`config.mk`:
```
export PLATFORM = sky130hd
export DESIGN_NAME = message_framer_with_fletcher_checksum_core
export DESIGN_NICKNAME = d
export VERILOG_FILES = /design/src/rtl/core/mfc_pkg.sv /design/src/rtl/core/message_framer_with_fletcher_checksum_core.sv /design/src/rtl/core/mfc_regs.sv /design/src/rtl/core/mfc_front.sv /design/src/rtl/core/mfc_queue.sv /design/src/rtl/core/mfc_back.sv
export VERILOG_INCLUDE_DIRS = /design/src /design/src/rtl/core
export SDC_FILE = /design/constraint.sdc
export NUM_CORES = 1
export LEC_CHECK = 0
export ABC_AREA = 1
export BUFFER_PORTS_ARGS = -buffer_cell sky130_fd_sc_hd__buf_2
export CORE_MARGIN = 8
export CORE_UTILIZATION = 35
export DETAILED_ROUTE_END_ITERATION = 12
export PLACE_DENSITY = 0.65
export RECOVER_POWER = 100
export SYNTH_ARGS = -nofsm -noshare
export SYNTH_HDL_FRONTEND = slang
export SYNTH_SLANG_ARGS = --single-unit
```
`constraint.sdc`:
```
create_clock -name clk -period 4.1 [get_ports clk]
set_input_delay 0 -clock clk [delete_from_list [all_inputs] [get_ports clk]]
set_output_delay 0 -clock clk [all_outputs]
set_load 0.05 [all_outputs]
```
`src/rtl/core/message_framer_with_fletcher_checksum_core_macros.svh`:
```
// Assertion helpers for the framer RTL.
`ifndef MESSAGE_FRAMER_WITH_FLETCHER_CHECKSUM_CORE_MACROS_SVH
`define MESSAGE_FRAMER_WITH_FLETCHER_CHECKSUM_CORE_MACROS_SVH

// Same-cycle implication, masked during reset.
`define MFC_ASSERT_IMPL(label, clk, rst_n, ante, cons) \
  label: assert property (@(posedge clk) disable iff (!rst_n) (ante) |-> (cons)) \
    else $error("mfc assertion failed");

// Next-cycle implication, masked during reset.
`define MFC_ASSERT_NEXT(label, clk, rst_n, ante, cons) \
  label: assert property (@(posedge clk) disable iff (!rst_n) (ante) |=> (cons)) \
    else $error("mfc assertion failed");

`endif

```
`src/rtl/core/mfc_pkg.sv`:
```
package mfc_pkg;

  // input function codes
  localparam logic [1:0] FUNC_START = 2'd0;
  localparam logic [1:0] FUNC_DATA  = 2'd1;
  localparam logic [1:0] FUNC_END   = 2'd2;

  // register indexes (byte address / 4)
  localparam logic [1:0] REG_START_BYTE = 2'd0;
  localparam logic [1:0] REG_AIRCRAFT   = 2'd1;
  localparam logic [1:0] REG_LEN_OVH    = 2'd2;

  localparam logic [7:0] START_BYTE_RST = 8'd153;
  localparam logic [7:0] AIRCRAFT_RST   = 8'd1;
  localparam logic [7:0] LEN_OVH_RST    = 8'd8;

  localparam logic [7:0] LEN_EXTRA      = 8'd2;
  localparam logic [2:0] MAX_WORD_BYTES = 3'd4;

  localparam int QUEUE_DEPTH_DEF = 2;

  typedef enum logic [1:0] {
    OP_START,
    OP_DATA,
    OP_END
  } cmd_op_t;

  // one classified item: up to eight bytes, lowest first
  typedef struct packed {
    cmd_op_t     op;
    logic [2:0]  last_idx;
    logic [63:0] data;
  } cmd_t;

  typedef struct packed {
    logic [7:0] start_byte;
    logic [7:0] aircraft_id;
    logic [7:0] length_overhead;
  } cfg_t;

  typedef struct packed {
    logic full;
    logic empty;
  } q_stat_t;

endpackage

```
`src/rtl/core/message_framer_with_fletcher_checksum_core.sv`:
```
// Downlink frame builder with a Fletcher-16 style checksum. Each accepted
// input beat is a request: func 0 starts a frame (start byte, length byte =
// payload_length + 2 + length_overhead mod 256, time stamp LSB first,
// aircraft id, message id; 8 output beats), func 1 sends the low
// byte_count bytes of data_word (1..4 beats, counts above 4 act as 4, zero
// sends nothing), func 2 closes the frame with sum A then sum B (2 beats,
// frame_done on sum B). func 3 is ignored. run_last marks the last beat of
// each request. Output runs at one byte per clock while out_stall is low;
// that byte-wide output register is the limit, and queued requests follow
// each other with no gap. Requests are classified in the front end and
// held in a QUEUE_DEPTH-entry queue, so input keeps flowing while the
// output is stalled until the queue fills. Sums are cleared only by reset
// and by a start request. Config registers (bytes 0x0, 0x4, 0x8: start
// byte, aircraft id, length overhead) are to be written only while the
// block is idle. No clearing pass after reset.
`include "message_framer_with_fletcher_checksum_core_macros.svh"

module message_framer_with_fletcher_checksum_core #(
  parameter int QUEUE_DEPTH = mfc_pkg::QUEUE_DEPTH_DEF
) (
  input  logic        clk,
  input  logic        rst_n,
  // config port
  input  logic        psel,
  input  logic        penable,
  input  logic        pwrite,
  input  logic [3:0]  paddr,
  input  logic [31:0] pwdata,
  output logic [31:0] prdata,
  output logic        pready,
  // request channel
  input  logic        in_valid,
  output logic        in_stall,
  input  logic [1:0]  in_func,
  input  logic [7:0]  in_message_id,
  input  logic [7:0]  in_payload_length,
  input  logic [31:0] in_time_stamp,
  input  logic [31:0] in_data_word,
  input  logic [2:0]  in_byte_count,
  // byte channel
  output logic        out_valid,
  input  logic        out_stall,
  output logic [7:0]  out_byte,
  output logic        out_run_last,
  output logic        out_frame_done
);
  import mfc_pkg::*;

  cfg_t    cfg;
  q_stat_t q_stat;
  cmd_t    push_cmd;
  cmd_t    head;
  logic    q_push;
  logic    q_pop;

  assign pready = 1'b1;

  // config registers, live values feed the front end
  mfc_regs u_regs (
    .clk     (clk),
    .rst_n   (rst_n),
    .psel    (psel),
    .penable (penable),
    .pwrite  (pwrite),
    .paddr   (paddr),
    .pwdata  (pwdata),
    .prdata  (prdata),
    .cfg     (cfg)
  );

  // front end: accept, classify, build the byte list for each request
  mfc_front u_front (
    .in_valid          (in_valid),
    .in_stall          (in_stall),
    .in_func           (in_func),
    .in_message_id     (in_message_id),
    .in_payload_length (in_payload_length),
    .in_time_stamp     (in_time_stamp),
    .in_data_word      (in_data_word),
    .in_byte_count     (in_byte_count),
    .cfg               (cfg),
    .q_stat            (q_stat),
    .push              (q_push),
    .push_cmd          (push_cmd)
  );

  // decoupling queue between classification and byte emission
  mfc_queue #(
    .DEPTH (QUEUE_DEPTH)
  ) u_queue (
    .clk      (clk),
    .rst_n    (rst_n),
    .push     (q_push),
    .push_cmd (push_cmd),
    .pop      (q_pop),
    .head     (head),
    .q_stat   (q_stat)
  );

  // back end: one byte per beat, running sums, registered output
  mfc_back u_back (
    .clk            (clk),
    .rst_n          (rst_n),
    .head           (head),
    .q_stat         (q_stat),
    .pop            (q_pop),
    .out_valid      (out_valid),
    .out_stall      (out_stall),
    .out_byte       (out_byte),
    .out_run_last   (out_run_last),
    .out_frame_done (out_frame_done)
  );

  // frame_done only ever lands on the closing beat of an end request
  `MFC_ASSERT_IMPL(a_done_is_last, clk, rst_n, out_valid && out_frame_done, out_run_last)
  // front end never writes a full queue
  `MFC_ASSERT_IMPL(a_no_overflow, clk, rst_n, q_push, !q_stat.full)
  // back end only retires a request that is present
  `MFC_ASSERT_IMPL(a_no_underflow, clk, rst_n, q_pop, !q_stat.empty)

endmodule

```
`src/rtl/core/mfc_regs.sv`:
```
module mfc_regs (
  input  logic            clk,
  input  logic            rst_n,
  input  logic            psel,
  input  logic            penable,
  input  logic            pwrite,
  input  logic [3:0]      paddr,
  input  logic [31:0]     pwdata,
  output logic [31:0]     prdata,
  output mfc_pkg::cfg_t   cfg
);
  import mfc_pkg::*;

  cfg_t cfg_r;
  logic wr_en;
  logic [1:0] reg_idx;

  assign wr_en   = psel && penable && pwrite;
  assign reg_idx = paddr[3:2];
  assign cfg     = cfg_r;

  always_ff @(posedge clk) begin
    if (!rst_n) begin
      cfg_r.start_byte      <= START_BYTE_RST;
      cfg_r.aircraft_id     <= AIRCRAFT_RST;
      cfg_r.length_overhead <= LEN_OVH_RST;
    end else if (wr_en) begin
      unique case (reg_idx)
        REG_START_BYTE: cfg_r.start_byte      <= pwdata[7:0];
        REG_AIRCRAFT:   cfg_r.aircraft_id     <= pwdata[7:0];
        REG_LEN_OVH:    cfg_r.length_overhead <= pwdata[7:0];
        default: ;
      endcase
    end
  end

  always_comb begin
    unique case (reg_idx)
      REG_START_BYTE: prdata = {24'd0, cfg_r.start_byte};
      REG_AIRCRAFT:   prdata = {24'd0, cfg_r.aircraft_id};
      REG_LEN_OVH:    prdata = {24'd0, cfg_r.length_overhead};
      default:        prdata = 32'd0;
    endcase
  end

endmodule

```
`src/rtl/core/mfc_front.sv`:
```
module mfc_front (
  input  logic            in_valid,
  output logic            in_stall,
  input  logic [1:0]      in_func,
  input  logic [7:0]      in_message_id,
  input  logic [7:0]      in_payload_length,
  input  logic [31:0]     in_time_stamp,
  input  logic [31:0]     in_data_word,
  input  logic [2:0]      in_byte_count,
  input  mfc_pkg::cfg_t   cfg,
  input  mfc_pkg::q_stat_t q_stat,
  output logic            push,
  output mfc_pkg::cmd_t   push_cmd
);
  import mfc_pkg::*;

  logic       accept;
  logic       has_bytes;
  logic [2:0] bc_sat;
  logic [7:0] len_byte;

  assign in_stall = q_stat.full;
  assign accept   = in_valid && !q_stat.full;
  assign bc_sat   = (in_byte_count > MAX_WORD_BYTES) ? MAX_WORD_BYTES : in_byte_count;
  assign len_byte = in_payload_length + LEN_EXTRA + cfg.length_overhead;

  // items that emit nothing (unused code, empty payload) never enter the queue
  always_comb begin
    has_bytes = 1'b0;
    push_cmd  = '{op: OP_DATA, last_idx: 3'd0, data: 64'd0};
    unique case (in_func)
      FUNC_START: begin
        has_bytes = 1'b1;
        push_cmd  = '{op: OP_START, last_idx: 3'd7,
                      data: {in_message_id, cfg.aircraft_id, in_time_stamp,
                             len_byte, cfg.start_byte}};
      end
      FUNC_DATA: begin
        has_bytes = (bc_sat != 3'd0);
        push_cmd  = '{op: OP_DATA, last_idx: bc_sat - 3'd1,
                      data: {32'd0, in_data_word}};
      end
      FUNC_END: begin
        has_bytes = 1'b1;
        push_cmd  = '{op: OP_END, last_idx: 3'd1, data: 64'd0};
      end
      default: ;
    endcase
  end

  assign push = accept && has_bytes;

endmodule

```
`src/rtl/core/mfc_queue.sv`:
```
module mfc_queue #(
  parameter int DEPTH = mfc_pkg::QUEUE_DEPTH_DEF
) (
  input  logic             clk,
  input  logic             rst_n,
  input  logic             push,
  input  mfc_pkg::cmd_t    push_cmd,
  input  logic             pop,
  output mfc_pkg::cmd_t    head,
  output mfc_pkg::q_stat_t q_stat
);
  import mfc_pkg::*;

  localparam int PTR_W = (DEPTH > 1) ? $clog2(DEPTH) : 1;
  localparam int CNT_W = $clog2(DEPTH + 1);

  cmd_t             mem_r [DEPTH];
  logic [PTR_W-1:0] wr_ptr_r;
  logic [PTR_W-1:0] rd_ptr_r;
  logic [CNT_W-1:0] cnt_r;

  function automatic logic [PTR_W-1:0] ptr_inc(input logic [PTR_W-1:0] p);
    ptr_inc = (p == PTR_W'(DEPTH - 1)) ? '0 : p + PTR_W'(1);
  endfunction

  always_ff @(posedge clk) begin
    if (push) begin
      mem_r[wr_ptr_r] <= push_cmd;
    end
  end

  always_ff @(posedge clk) begin
    if (!rst_n) begin
      wr_ptr_r <= '0;
      rd_ptr_r <= '0;
      cnt_r    <= '0;
    end else begin
      if (push) wr_ptr_r <= ptr_inc(wr_ptr_r);
      if (pop)  rd_ptr_r <= ptr_inc(rd_ptr_r);
      if (push && !pop)      cnt_r <= cnt_r + CNT_W'(1);
      else if (pop && !push) cnt_r <= cnt_r - CNT_W'(1);
    end
  end

  assign head         = mem_r[rd_ptr_r];
  assign q_stat.full  = (cnt_r == CNT_W'(DEPTH));
  assign q_stat.empty = (cnt_r == '0);

endmodule

```
`src/rtl/core/mfc_back.sv`:
```
module mfc_back (
  input  logic             clk,
  input  logic             rst_n,
  input  mfc_pkg::cmd_t    head,
  input  mfc_pkg::q_stat_t q_stat,
  output logic             pop,
  output logic             out_valid,
  input  logic             out_stall,
  output logic [7:0]       out_byte,
  output logic             out_run_last,
  output logic             out_frame_done
);
  import mfc_pkg::*;

  logic [2:0] idx_r;
  logic [7:0] sum_a_r;
  logic [7:0] sum_b_r;
  logic       out_valid_r;
  logic [7:0] out_byte_r;
  logic       out_run_last_r;
  logic       out_frame_done_r;

  logic       adv;
  logic       take;
  logic       last;
  logic [7:0] cur_byte;
  logic [7:0] sum_a_nxt;
  logic [7:0] sum_b_nxt;

  assign adv  = !out_valid_r || !out_stall;
  assign take = adv && !q_stat.empty;
  assign last = (idx_r == head.last_idx);
  assign pop  = take && last;

  always_comb begin
    if (head.op == OP_END) begin
      cur_byte = (idx_r == 3'd0) ? sum_a_r : sum_b_r;
    end else begin
      cur_byte = head.data[{idx_r, 3'b000} +: 8];
    end
  end

  // Fletcher running sums; start marker clears, checksum bytes are not summed
  always_comb begin
    sum_a_nxt = sum_a_r;
    sum_b_nxt = sum_b_r;
    if (head.op == OP_START && idx_r == 3'd0) begin
      sum_a_nxt = 8'd0;
      sum_b_nxt = 8'd0;
    end else if (head.op != OP_END) begin
      sum_a_nxt = sum_a_r + cur_byte;
      sum_b_nxt = sum_b_r + sum_a_nxt;
    end
  end

  always_ff @(posedge clk) begin
    if (!rst_n) begin
      idx_r       <= 3'd0;
      sum_a_r     <= 8'd0;
      sum_b_r     <= 8'd0;
      out_valid_r <= 1'b0;
    end else if (take) begin
      idx_r       <= last ? 3'd0 : idx_r + 3'd1;
      sum_a_r     <= sum_a_nxt;
      sum_b_r     <= sum_b_nxt;
      out_valid_r <= 1'b1;
    end else if (adv) begin
      out_valid_r <= 1'b0;
    end
  end

  always_ff @(posedge clk) begin
    if (take) begin
      out_byte_r       <= cur_byte;
      out_run_last_r   <= last;
      out_frame_done_r <= (head.op == OP_END) && last;
    end
  end

  assign out_valid      = out_valid_r;
  assign out_byte       = out_byte_r;
  assign out_run_last   = out_run_last_r;
  assign out_frame_done = out_frame_done_r;

endmodule

```
---- Yosys cells after proc, flatten, opt, wreduce, memory -nomap -nowiden ----
Memories as Yosys holds them, arrays and structs flattened. A register that Yosys moved wholly into a read port is not among the register bits.
Index checks and enable logic that the tools add are counted.
storage, ports and cells
  register bits after elaboration ......... 58
  bits in writable memories ............... 138
  input port bits ......................... 128
  logic and storage cells ................. 86
  memories kept ........................... 1
memories
  memory         depth  width  read ports  clocked after memory_dff  wr ports  RTL line         text
  u_queue.mem_r  2      69     1           1                         1         mfc_queue.sv:17  cmd_t mem_r [DEPTH];
operators by class
  $add $sub $neg .......................... 10
  order comparisons ....................... 1
  equality and inequality tests ........... 8
  shift-type cells ........................ 1
  multiplexer cells ....................... 21
  reductions and logical operators ........ 31
operators with widths
  kind                 number
  $pmux 69 s3          1
  $shiftx 64x7->8      1
  $mux 8               6
  $add 8x8->8          3
  $pmux 8 s3           1
  $logic_and 1x1->1    10
  $add 8x2->8 const B  1
  $eq 2x2->1 const B   4
  $logic_not 2->1      4
  $mux 1               8
  $reduce_and 2->1     4
  $logic_not 1->1      6
  $mux 3               2
  $reduce_bool 2->1    3
  $eq 2x1->1 const B   2
  $mux 2               2
  $add 3x1->3 const B  1
  $eq 3x3->1           1
  $gt 3x3->1 const B   1
  $logic_not 3->1      1
  $reduce_bool 3->1    1
  $sub 3x1->3 const B  1
  $add 1x1->1 const B  2
  $add 2x1->2 const B  1
  5 further kinds      5

---- Depth between registers and ports, before layout ----
  word-level depth ........................ 9
  mapped depth ............................ 28

---- Hierarchy ----
Synthesis repeated with hierarchy kept, for this count alone.
unflattened totals
  cells, all modules ...................... 1009
  area total of the unflattened synthesis .. 10229.8 um2
modules (own cells, without submodules)
  module                                      times used  cells each  area each (um2)  sequential area each (um2)
  mfc_queue                                   1           250         5248.8           4244.1
  mfc_back                                    1           348         2462.4           700.7
  mfc_regs                                    1           201         1356.3           480.5
  mfc_front                                   1           208         1151.1           0.0
  message_framer_with_fletcher_checksum_core  1           2           11.3             0.0

---- Worst setup path before layout ----
No wires, ideal clock.
  kind .................................... register to register
  start ................................... register u_queue.cnt_r[0]
  end ..................................... memory u_queue.mem_r[1][0] (netlist name) (enable)
  setup time .............................. 0.499 ns
  data arrival time ....................... 3.881 ns
  slack ................................... -0.280 ns
  stages on the path, launching flop included .. 6
  buffers on the path ..................... 0
  cell sequence ........................... dfxtp_1 nor2_1 nor2_1 and3_1 inv_1 nor2_1
on the way
  word-level cells in the longest chain between the ends .. 6
ends and longest elaborated chain
  what                          RTL line                                          text
  start: declaration            mfc_queue.sv:20                                   logic [CNT_W-1:0] cnt_r;
  start signal: assignment      mfc_queue.sv:40                                   if (push && !pop) cnt_r <= cnt_r + CNT_W'(1);
  start signal: assignment      mfc_queue.sv:41                                   else if (pop && !push) cnt_r <= cnt_r - CNT_W'(1);
  $eq 2x2->1                    mfc_queue.sv:46                                   assign q_stat.full = (cnt_r == CNT_W'(DEPTH));
  via in_stall                  message_framer_with_fletcher_checksum_core.sv:33  output logic in_stall,
  $logic_not 1->1               mfc_front.sv:23                                   assign accept = in_valid && !q_stat.full;
  $logic_and 1x1->1             mfc_front.sv:23
  $logic_and 1x1->1             mfc_front.sv:51                                   assign push = accept && has_bytes;
  via q_push                    message_framer_with_fletcher_checksum_core.sv:53  logic q_push;
  $mux 1                        mfc_queue.sv:27                                   if (push) begin
  $mux 1 (implied by the code)  mfc_queue.sv:28                                   mem_r[wr_ptr_r] <= push_cmd;
  end: declaration              mfc_queue.sv:17
The timed path passes the listed nets, and every way through them passes these cells.

---- Worst setup path in the final report ----
  start ................................... register u_back.idx_r[0]
  end ..................................... register u_back.sum_b_r[6]
on the way
  word-level cells in the longest chain between the ends .. 7
  elaborated cells on any way between the ends .. 11
ends and longest elaborated chain
  what                                                     RTL line        text
  start: declaration                                       mfc_back.sv:15  logic [2:0] idx_r;
  start signal: assignment                                 mfc_back.sv:63  idx_r <= last ? 3'd0 : idx_r + 3'd1;
  branches (longest 2 deep; another with $shiftx 64x7->8)  --
  $mux 8 *                                                 mfc_back.sv:36  if (head.op == OP_END) begin
  via u_back.cur_byte[1]                                   mfc_back.sv:26  logic [7:0] cur_byte;
  $add 8x8->8 *                                            mfc_back.sv:51  sum_a_nxt = sum_a_r + cur_byte;
  $add 8x8->8 *                                            mfc_back.sv:52  sum_b_nxt = sum_b_r + sum_a_nxt;
  $mux 8 *                                                 mfc_back.sv:50  end else if (head.op != OP_END) begin
  $mux 8 *                                                 mfc_back.sv:47  if (head.op == OP_START && idx_r == 3'd0) begin
  end signal: assignment                                   mfc_back.sv:65  sum_b_r <= sum_b_nxt;
  end: declaration                                         mfc_back.sv:17  logic [7:0] sum_b_r;
Mark *: on every way through the listed nets, which the timed path passes. The select of a mux whose other input is x is not followed.
A chain may end at the register's enable or synchronous reset.

==> impl_metrics.yaml <==
sta:
  worst_slew_pin_slew_ns: 1.84
  slew_viol_final: 42
  finalCritPeriodShare_pct: 92.7
  fmax_mhz: 263
  finalSetupViolCount: 0
  worst_hold_slack_ns: 0.0322
  fin_crit_ns: 3.80
  fin_skew_ns: 0.00978
  finalHoldViolations: 0
  relSlewSlack_pct: -22.9
cts:
  root_buffer: "clkbuf_16"
  cts-buffers-inserted: 17
  worstSkewPairLatency_ns: 0.43
  cts_tree: "done"
  cts.sinks: 197
  h-tree-depth: 4
  ctsLongestPathBuffers: 2
  clk_pin_slew_worst_paths_ns: 0.07
die:
  dieArea_mm2: 0.0332
  die_h_um: 182
  io_pins: 173
  coreArea_mm2: 0.0275
  start_util_pct: 35.2
  core.rowCount: 61
  die_w_um: 182
placement:
  globalplace.congestion: 0.878
  hpwlAfterDp_mm: 17.7
  portBuffers: 121
drt:
  drc: 0
  firstDrtPassIters: 7
  num_vias: 7939
  wl_mm: 25.5
  viasPerCell: 4.94
  avgRoutedWirePerCell_um: 15.9
  initialDrtViolationCount: 472
  ant_nets: 0
power_and_ir_drop:
  p_leak_nw: 5.15
  power_density_mw_per_mm2: 631
  max-vdd-ir-drop_mv: 0.278
final_layout:
  final_cell_mix: "edfxtp_1, nor2_1, nand2_1"
  fillers: 2557
  post-route-util_pct: 45.1
  ff_latch_area_mm2: 0.00543
  final_net_count: 1410
  multi_input_area_mm2: 0.00361
  layout_commonest_cell: "edfxtp_1"
  antenna_cells: 0
  final_layout_size_suffix_gt1_share_pct: 17.6
  area_growth_syn_to_layout_pct: 28.4
setup_path:
  r2r_start: "u_back.idx_r[0]$_SDFFE_PN0P_"
  crit_arrival_ns: 4.15
  crit_path_end_kind: "flop"
  startpoint: "u_back.idx_r[0]$_SDFFE_PN0P_"
  crit_family: "compound AO/OA/AOI/OAI gates"
  worst-path-buf-inv: 6
  cp-start-kind: "flop"
  path_cells: "buf_4 -> buf_6 -> o21ai_0 -> o22ai_1 -> nor2_1 -> nor2_1 -> o21ai_1 -> a31oi_2 -> ha_1 -> nand3_1 -> nand3_2 -> buf_4 -> xor2_1 -> inv_1 -> ha_1 -> inv_1 -> o31ai_2 -> inv_1 -> nor2_1 -> nor2_1 -> nor2_1 -> nor3_1 -> nand3b_1 -> a21oi_1"
  critPathMaxStageDelay_ns: 0.36
  critical_path.max_fanout: 9
  crit_top_cell: "nor2_1"
  cp.required_ns: 4.45
  path_class: "reg2reg"
  worst_path_max_delay_cell: "dfxtp_2"
status:
  violations: "max-capacitance violations, max-slew violations"
  outcome: "finished, violations left"
global_route:
  grt_first_pass_wirelength_mm: 39.6
  grt_usage_pct: 14.9
  grt_start_max_net_pins: 58
  antenna_found_initial: 0
  grt_pass1_vias: 7722
  grt-ovfl-total: 0
synthesis:
  synth_warnings: 0
  avgSynthCellArea_um2: 9.47
  post_synth_num_cell_types: 42
  synth_seq_cells: 197
  syn-cell-area_mm2: 0.00966
  ys_seq_area_share_pct: 56.2
  synthCells: 1020
hold_path:
  min_path_type: "in2reg"
  min-delay-start: "in_data_word[9]"
job:
  maxCapViolCount: 1
-- through the flow --
step | instances | power, W | setup TNS (ns) | setup slack [ns] | cell area, um2
floorplan | 1043 | 0.00476 | 0 | 0.00388 | 9750
global placement | 1492 | 0.00587 | 0 | 0.165 | 10900
detailed placement | 1492 | 0.00593 | 0 | 0.130 | 10900
CTS | 1603 | 0.00771 | 0 | 0.0824 | 12300
global route | 1606 | 0.00832 | -0.133 | -0.0734 | 12400
finish | 1606 | 0.00783 | 0 | 0.301 | 12400
-- area by class of cell --
cell class,count,area share [%]
well taps,346,3.49
repair buffers,257,15.4
clock buffers,21,4.15
clock inverters,11,0.847
multi-input cells,671,29.1
flip-flops and latches,197,43.8
inverters,103,3.20
-- kinds of logic (layout without fill, tap and decap cells) --
kind of cell,Yosys count,count (layout),share of synthesized area (%)
and+or+nand+nor,376,376,15.9
other,2,25,0.0777
AOI/OAI and AO/OA,213,213,12.7
buffers and inverters,175,392,8.23
DFF,197,197,56.2
adders and majority gates,35,35,4.77
xor gates and xnor gates,16,16,1.45
muxes,6,6,0.699
-- cells in the mapped netlist (all sizes together) --
cell type	instances	area, um2
clkbuf	27	101
nand3b	1	7.51
a211oi	1	7.51
nor3	5	25.0
edfxtp	148	4440
nand3	66	330
a21oi	47	243
inv	99	377
fa	3	60.1
a311oi	1	8.76
a31oi	9	56.3
nor2	150	566
and3	1	6.26
mux2	6	67.6
o211ai	10	75.1
o221ai	19	166
dfxtp	49	981
nand2	150	583
clkinv	4	15.0
xor2	12	105
buf	45	302
o21bai	2	15.0
o31ai	4	30.0
o21ai	102	510
a21boi	1	7.51
ha	32	400
xnor2	4	35.0
or2	1	6.26
o21a	1	7.51
and2	2	12.5
o22ai	16	100
conb	2	7.51
-- state kept, by name (all words and copies together) (netlist names), named ones only --
register,cells
u_back.idx_r,3
u_back.out_byte,8
u_back.out_frame_done,1
u_back.out_run_last,1
u_back.out_valid,1
u_back.sum_a_r,8
u_back.sum_b_r,8
u_queue.cnt_r,2
u_queue.mem_r,138
u_queue.rd_ptr_r,1
u_queue.wr_ptr_r,1
u_regs.cfg,24
-- tightest hold or removal path, delay by kind of cell --
kind | cells | cell delay, ns
AND/OR/NAND/NOR | 2 | 0.24
buffers and inverters | 1 | 0.08
-- report_power, final --
part / internal, W / leakage [nW] / switching [W]
clock network: 0.000973 / 0.312 / 0.000737
registers: 0.00249 / 1.80 / 0.000137
logic: 0.00138 / 3.05 / 0.00211
total: 0.00484 / 5.15 / 0.00298
-- worst paths after layout --
kind	endpoint	slack, ns	cells past startpoint
worst max-delay path	u_back.sum_b_r[6]$_SDFFE_PN0P_	0.30	24
worst max register to register	u_back.sum_b_r[6]$_SDFFE_PN0P_	0.30	24
worst min-delay path	u_queue.mem_r[1][9]$_DFFE_PP_	0.03	3
worst min register to register	u_regs.cfg[18]$_SDFFE_PN0P_	0.48	2
-- metal layers --
| layer | up-vias | share of wire [%] | track usage (%) |
|---|---|---|---|
| met3 | 45 | 5.1 | 3.28 |
| met1 | 3753 | 43 | 18.2 |
| met4 | 0 | 2.6 | 5.44 |
| li1 | 3901 | - | - |
| met2 | 240 | 50 | 25.5 |
| met5 | - | 0 | 0 |
-- repair_timing --
item | 4_1_cts | 5_1_grt
hold buffers | 79 | 0
buffers inserted | 0 | 1
hold endpoints to repair | 135 | 0
setup endpoints to repair | 0 | 3
resized for setup | 0 | 30
No activity file was read; power rests on OpenSTA's default activity.
